## src/rtl/ptd_pkg.sv

```systemverilog
package ptd_pkg;

    localparam int COORD_W = 16;
    localparam int N_FIELDS = 12;
    localparam int IN_W = N_FIELDS * COORD_W;

    localparam int DIFF_W = COORD_W + 1;
    localparam int DOT_W = 2 * DIFF_W + 2;
    localparam int CRS_W = 2 * DIFF_W + 1;
    localparam int VOL_W = 2 * DOT_W + 1;
    localparam int DD_W = VOL_W + 2;
    localparam int S_W = CRS_W + DIFF_W + 2;
    localparam int SH_W = S_W / 2 + S_W % 2;
    localparam int S2_W = 4 * SH_W;
    localparam int EN_W = 2 * DOT_W + 1;

    localparam int NUM_MAX_W = (S2_W > EN_W) ? S2_W : EN_W;
    localparam int NUM_W = NUM_MAX_W + 2;
    localparam int DEN_W = (DD_W > DOT_W) ? DD_W : DOT_W;
    localparam int DV_W = DEN_W + 1;
    localparam int RM_W = DV_W + 1;

    localparam int OUT_W = 34;
    localparam int Q_W = OUT_W + 1;
    localparam int TOP_W = NUM_W - Q_W;
    localparam int ODATA_W = ((OUT_W + 7) / 8) * 8;
    localparam int RGN_W = 3;
    localparam int OUSER_W = RGN_W + 1;

    localparam int FIFO_DEPTH = 4;
    localparam int FIFO_AW = $clog2(FIFO_DEPTH);

    localparam logic [OUT_W-1:0] DIST_MAX = {OUT_W{1'b1}};

    localparam logic [RGN_W-1:0] RGN_VERT_A = 3'd0;
    localparam logic [RGN_W-1:0] RGN_VERT_B = 3'd1;
    localparam logic [RGN_W-1:0] RGN_EDGE_AB = 3'd2;
    localparam logic [RGN_W-1:0] RGN_VERT_C = 3'd3;
    localparam logic [RGN_W-1:0] RGN_EDGE_AC = 3'd4;
    localparam logic [RGN_W-1:0] RGN_EDGE_BC = 3'd5;
    localparam logic [RGN_W-1:0] RGN_FACE = 3'd6;

    typedef logic signed [COORD_W-1:0] ptd_crd_t;
    typedef logic signed [DIFF_W-1:0] ptd_diff_t;
    typedef logic signed [DOT_W-1:0] ptd_dot_t;

    typedef struct packed {
        ptd_crd_t x;
        ptd_crd_t y;
        ptd_crd_t z;
    } ptd_cvec_t;

    typedef struct packed {
        ptd_diff_t x;
        ptd_diff_t y;
        ptd_diff_t z;
    } ptd_vec_t;

    typedef struct packed {
        logic signed [CRS_W-1:0] x;
        logic signed [CRS_W-1:0] y;
        logic signed [CRS_W-1:0] z;
    } ptd_cross_t;

    typedef struct packed {
        ptd_dot_t d1;
        ptd_dot_t d2;
        ptd_dot_t d3;
        ptd_dot_t d4;
        ptd_dot_t d5;
        ptd_dot_t d6;
        ptd_dot_t ap2;
        ptd_dot_t bp2;
        ptd_dot_t cp2;
    } ptd_dots_t;

    // classified item handed from front to back
    typedef struct packed {
        logic [RGN_W-1:0] region;
        logic degen;
        logic vert;
        logic [OUT_W-1:0] vdist;
        ptd_dot_t q2;
        ptd_dot_t qe;
        ptd_dot_t eden;
        logic intr;
        logic [S2_W-1:0] s2;
        logic [DD_W-1:0] dd;
    } ptd_job_t;

    // result side info that rides along the divider
    typedef struct packed {
        logic [RGN_W-1:0] region;
        logic degen;
        logic fixed;
        logic [OUT_W-1:0] fdist;
    } ptd_tag_t;

    function automatic ptd_vec_t vsub(input ptd_cvec_t u, input ptd_cvec_t v);
        ptd_vec_t r;
        r.x = DIFF_W'(u.x) - DIFF_W'(v.x);
        r.y = DIFF_W'(u.y) - DIFF_W'(v.y);
        r.z = DIFF_W'(u.z) - DIFF_W'(v.z);
        return r;
    endfunction

    function automatic ptd_dot_t dot3(input ptd_vec_t u, input ptd_vec_t v);
        logic signed [2*DIFF_W-1:0] px;
        logic signed [2*DIFF_W-1:0] py;
        logic signed [2*DIFF_W-1:0] pz;
        px = u.x * v.x;
        py = u.y * v.y;
        pz = u.z * v.z;
        return DOT_W'(px) + DOT_W'(py) + DOT_W'(pz);
    endfunction

    function automatic ptd_cross_t cross3(input ptd_vec_t u, input ptd_vec_t v);
        logic signed [2*DIFF_W-1:0] p1;
        logic signed [2*DIFF_W-1:0] p2;
        logic signed [2*DIFF_W-1:0] p3;
        logic signed [2*DIFF_W-1:0] p4;
        logic signed [2*DIFF_W-1:0] p5;
        logic signed [2*DIFF_W-1:0] p6;
        ptd_cross_t r;
        p1 = u.y * v.z;
        p2 = u.z * v.y;
        p3 = u.z * v.x;
        p4 = u.x * v.z;
        p5 = u.x * v.y;
        p6 = u.y * v.x;
        r.x = CRS_W'(p1) - CRS_W'(p2);
        r.y = CRS_W'(p3) - CRS_W'(p4);
        r.z = CRS_W'(p5) - CRS_W'(p6);
        return r;
    endfunction

    function automatic logic signed [S_W-1:0] dot_nv(input ptd_cross_t n, input ptd_vec_t v);
        logic signed [CRS_W+DIFF_W-1:0] px;
        logic signed [CRS_W+DIFF_W-1:0] py;
        logic signed [CRS_W+DIFF_W-1:0] pz;
        px = n.x * v.x;
        py = n.y * v.y;
        pz = n.z * v.z;
        return S_W'(px) + S_W'(py) + S_W'(pz);
    endfunction

    // squared length clamped into the output range
    function automatic logic [OUT_W-1:0] clamp_dist(input ptd_dot_t v);
        logic [OUT_W-1:0] r;
        if (v[DOT_W-1])
        begin
            r = '0;
        end
        else if (|v[DOT_W-2:OUT_W])
        begin
            r = DIST_MAX;
        end
        else
        begin
            r = v[OUT_W-1:0];
        end
        return r;
    endfunction

endpackage

```

## src/rtl/ptd_fifo.sv

```systemverilog
module ptd_fifo
    import ptd_pkg::*;
(
    input  logic     clk,
    input  logic     rst_n,
    input  logic     push,
    input  ptd_job_t push_job,
    output logic     full,
    input  logic     pop,
    output logic     valid,
    output ptd_job_t head
);

    ptd_job_t mem_reg [FIFO_DEPTH];
    logic [FIFO_AW-1:0] wr_ptr_reg, rd_ptr_reg;
    logic [FIFO_AW:0] count_reg;
    logic [FIFO_AW:0] count_next;

    assign full  = (count_reg == (FIFO_AW+1)'(FIFO_DEPTH));
    assign valid = (count_reg != '0);
    assign head  = mem_reg[rd_ptr_reg];

    always_comb
    begin
        count_next = count_reg;
        if (push && !pop)
        begin
            count_next = count_reg + 1'b1;
        end
        else if (pop && !push)
        begin
            count_next = count_reg - 1'b1;
        end
    end

    always_ff @(posedge clk or negedge rst_n)
    begin
        if (!rst_n)
        begin
            wr_ptr_reg <= '0;
            rd_ptr_reg <= '0;
            count_reg  <= '0;
        end
        else
        begin
            if (push)
            begin
                wr_ptr_reg <= wr_ptr_reg + 1'b1;
            end
            if (pop)
            begin
                rd_ptr_reg <= rd_ptr_reg + 1'b1;
            end
            count_reg <= count_next;
        end
    end

    always_ff @(posedge clk)
    begin
        if (push)
        begin
            mem_reg[wr_ptr_reg] <= push_job;
        end
    end

endmodule

```

## config.mk

```make
export PLATFORM = sky130hd
export DESIGN_NAME = ptd_fifo
export DESIGN_NICKNAME = d
export VERILOG_FILES = /design/src/rtl/ptd_pkg.sv /design/src/rtl/ptd_fifo.sv
export SDC_FILE = /design/constraint.sdc
export NUM_CORES = 1
export LEC_CHECK = 0
export BUFFER_PORTS_ARGS = -buffer_cell sky130_fd_sc_hd__buf_2
export CAP_MARGIN = 20
export CORE_ASPECT_RATIO = 0.6
export CORE_UTILIZATION = 51
export CTS_CLUSTER_SIZE = 14
export DETAILED_ROUTE_END_ITERATION = 7
export PLACE_DENSITY = 0.82
export SLEW_MARGIN = 20
export SYNTH_ARGS = -nofsm -noshare
export SYNTH_HDL_FRONTEND = slang
export SYNTH_SLANG_ARGS = --single-unit
```

## constraint.sdc

```tcl
create_clock -name clk -period 8 [get_ports clk]
set_input_delay 0.4 -clock clk [delete_from_list [all_inputs] [get_ports clk]]
set_output_delay 0.4 -clock clk [all_outputs]
set_load 0.02 [all_outputs]
```

==> run metrics <==
Distinct cells, synth=19; Worst setup SP type=flop; largest family of logic cells by synthesized area=multiplexers; crit-path cells=buf_12 > mux4_2 > buf_2; initial antenna violation count=6; multiplexer share of the synthesized area=15.5%; Die H=240 µm; gp weighted congestion=a little under 0.8; TritonCTS buffer count=111; Max Root-Sink Buffers=3; fillers=5733; routed length per placed instance=27.4 µm; Leak Pwr=between 20 and 25 nW; post-layout util=64.1%; worst setup path class=flop to output pin; Sw Share=between 30% and 40%; Syn Area/Cell=27.3 µm²; net count after synthesis=2104; Least-Margin Pin Slew=1110 ps; post-cts resize count=0; critical path's slowest cell=dfrtp_4; Post-CTS Repair Setup Buffers=0; GRT Overall Usage=23.4%; Simple-Gate Fraction of Synth Area=less than 1%; drt first pass iters=5; Worst-path clk slew=about 70 ps; Synth Warn #=0; 1st-iter DRT viols=2073; Crit Path Max Fanout=111; Crit. End Element=output pin; Post-Route Skew=34.9 ps; compound-gate portion of the synthesized area=less than 1%; # setup viols final=0; sequential-to-total area share from yosys stat=82.9%; vias in the first global route=25400; Clk pwr share=23.2%; Flop pwr share=43.7%; cell-internal power=0.0146 W; core area=a little over 90000 µm²; fin crit share=44.4%; status=finished, final reports clean; Area Overhead vs Synth=23.4%; root buffer cell=clkbuf_16; Hold WC Path Type=input port to async pin; FMAX=around 280 MHz; R2R depth=5; # rows=86; CTS tree=yes; initial core utilization=52.0%; antenna viol nets, final=0; Synth area leaders=edfxtp_1 (83%), mux4_2 (15%), buf_6 (0.70%); part of the power in combinational logic=33.1%; share of layout cells above drive strength 1=between 40% and 50%; Via density=slightly below 6; DR DRC count=0; final net count=about 3200; Die Wd=399 µm; RSZ-0062 raised after global routing=no; largest net degree at the start of global routing=127; Largest stage delay, worst path=approximately 730 ps; first-pass GRT wire length=163000 µm; clock latency on the worst-skew pair=710 ps; Psw=0.00728 W; worst slack at placement=4760 ps; Die Area=95700 µm²; # clock sinks=approximately 1300; adder-cell share of the synthesized area=0.171%; I/O Buffers=between 600 and 700; post-route cell area=59400 µm²; # Max-Cap Violations=0; P per Cell Area=about 370 nW/µm²; Syn Inst Count=~1800; GRT overflow=0; Max-slew headroom=26.2%; placed wire-length estimate=62000 µm; Placed Area=52800 µm²; VDD IR-drop max=0.000436 V; setup ws final=4450 ps; Syn Std Cell Area=between 40000 and 50000 µm²; # IOs=668; Synth area leader=edfxtp_1; area share of the largest cell type after synthesis=82.6%; Setup TNS=0 ps; Routed Wire Length=roughly 110000 µm; xor and xnor fraction of the mapped netlist area=0.109%; CTS H-tree lvls=3; Worst Path Arrival=3150 ps; #FFs+latches synth=1331; WP data required=7600 ps; routed via count=23800; fin crit period=3550 ps; final hold vios=0; WHS=130 ps; max FFs per register=1324; Final Slew Violations=0
==> power by group through the flow <==
stage                     Clock, W  Combinational [W]  Sequential (W)
after CTS                  0.00510            0.00719         0.00950
after global placement           0            0.00693         0.00951
after floorplan                  0            0.00487         0.00964
after detailed placement         0            0.00700         0.00963
final                      0.00507            0.00722         0.00954
after global routing       0.00539            0.00754         0.00962
==> final cells by class <==
class	count	area [µm²]	share of cell area, %
Clock buffer	150	2990	5.03
Antenna cell	10	25.0	0.0421
Inverter	4	15.0	0.0253
Sequential cell	1331	39900	67.2
Timing Repair Buffer	1025	6960	11.7
Clock inverter	27	282	0.474
Tap cell	1232	1540	2.59
Multi-Input combinational cell	354	7670	12.9
==> worst max-delay path, delay by kind of cell (launching register included) <==
kind / cells / cell delay [ps]
flops: 1 / 730
buf+inv: 2 / 820
mux: 1 / 660
==> per-layer routing <==
metal  global-route usage, %  wire, µm
met3                    5.56      8870
met5                       0         0
met1                    28.7     40600
met4                    10.1      4870
met2                    40.0     59000
==> cells in the mapped netlist <==
master,number
buf_6,30
nand2_1,2
ha_1,5
and2_1,4
clkbuf_1,8
dfrtp_1,7
inv_1,4
nor2_1,1
mux2_2,1
xor2_1,4
or3_1,1
buf_2,33
mux4_2,331
buf_4,3
xnor2_1,2
o21ai_0,1
edfxtp_1,1324
nor3b_1,1
fa_1,1
==> worst paths after layout <==
path / slack (ps) / startpoint / endpoint
hold / removal: 130 / rst_n / count_reg[0]$_DFFE_PN0P_
hold reg to reg: 500 / count_reg[2]$_DFFE_PN0P_ / count_reg[2]$_DFFE_PN0P_
setup reg to reg: 4500 / wr_ptr_reg[0]$_DFFE_PN0P_ / mem_reg[2][321]$_DFFE_PP_
setup / recovery: 4450 / rd_ptr_reg[0]$_DFFE_PN0P_ / head[267]
min in group clk: 450 / push_job[133] / mem_reg[2][133]$_DFFE_PP_
max in group asynchronous: 7690 / rst_n / rd_ptr_reg[1]$_DFFE_PN0P_
==> cell families (layout without fill, tap and decap cells) <==
| group | after synthesis | count (layout) |
|---|---|---|
| AOI/OAI and AO/OA | 1 | 1 |
| muxes | 332 | 332 |
| xor gates and xnor gates | 6 | 6 |
| buffers and inverters | 78 | 1206 |
| DFF | 1331 | 1331 |
| other | 0 | 10 |
| adders and majority gates | 6 | 6 |
| and+or+nand+nor | 9 | 9 |
==> stage by stage <==
stage / std cells / total power [W]
2_1_floorplan: 1763 / 0.0145
4_1_cts: 4123 / 0.0218
6_report: 4133 / 0.0218
5_1_grt: 4128 / 0.0225
3_5_place_dp: 3612 / 0.0166
3_3_place_gp: 3612 / 0.0164
==> cells in the final DEF, fill, tap and decap left out, types with 2 or more instances in the layout <==
master / instances
edfxtp_1: 1324
buf_2: 667
dlygate4sd3_1: 334
mux4_2: 331
clkbuf_16: 113
clkbuf_1: 35
buf_4: 16
clkinv_1: 14
diode_2: 10
buf_12: 8
ha_1: 5
dfrtp_1: 5
inv_1: 4
and2_4: 4
xor2_1: 4
clkinv_16: 3
clkinv_2: 3
xnor2_1: 2
nand2_1: 2
bufinv_16: 2
clkbuf_8: 2
inv_16: 2
clkinvlp_4: 2
dfrtp_4: 2
==> repair_timing <==
| action | CTS | global route |
|---|---|---|
| hold endpoints to repair | 1334 | 0 |
| hold buffers | 334 | 0 |
| endpoints found under the setup margin | 0 | 0 |
No activity file was read; power rests on OpenSTA's default activity.
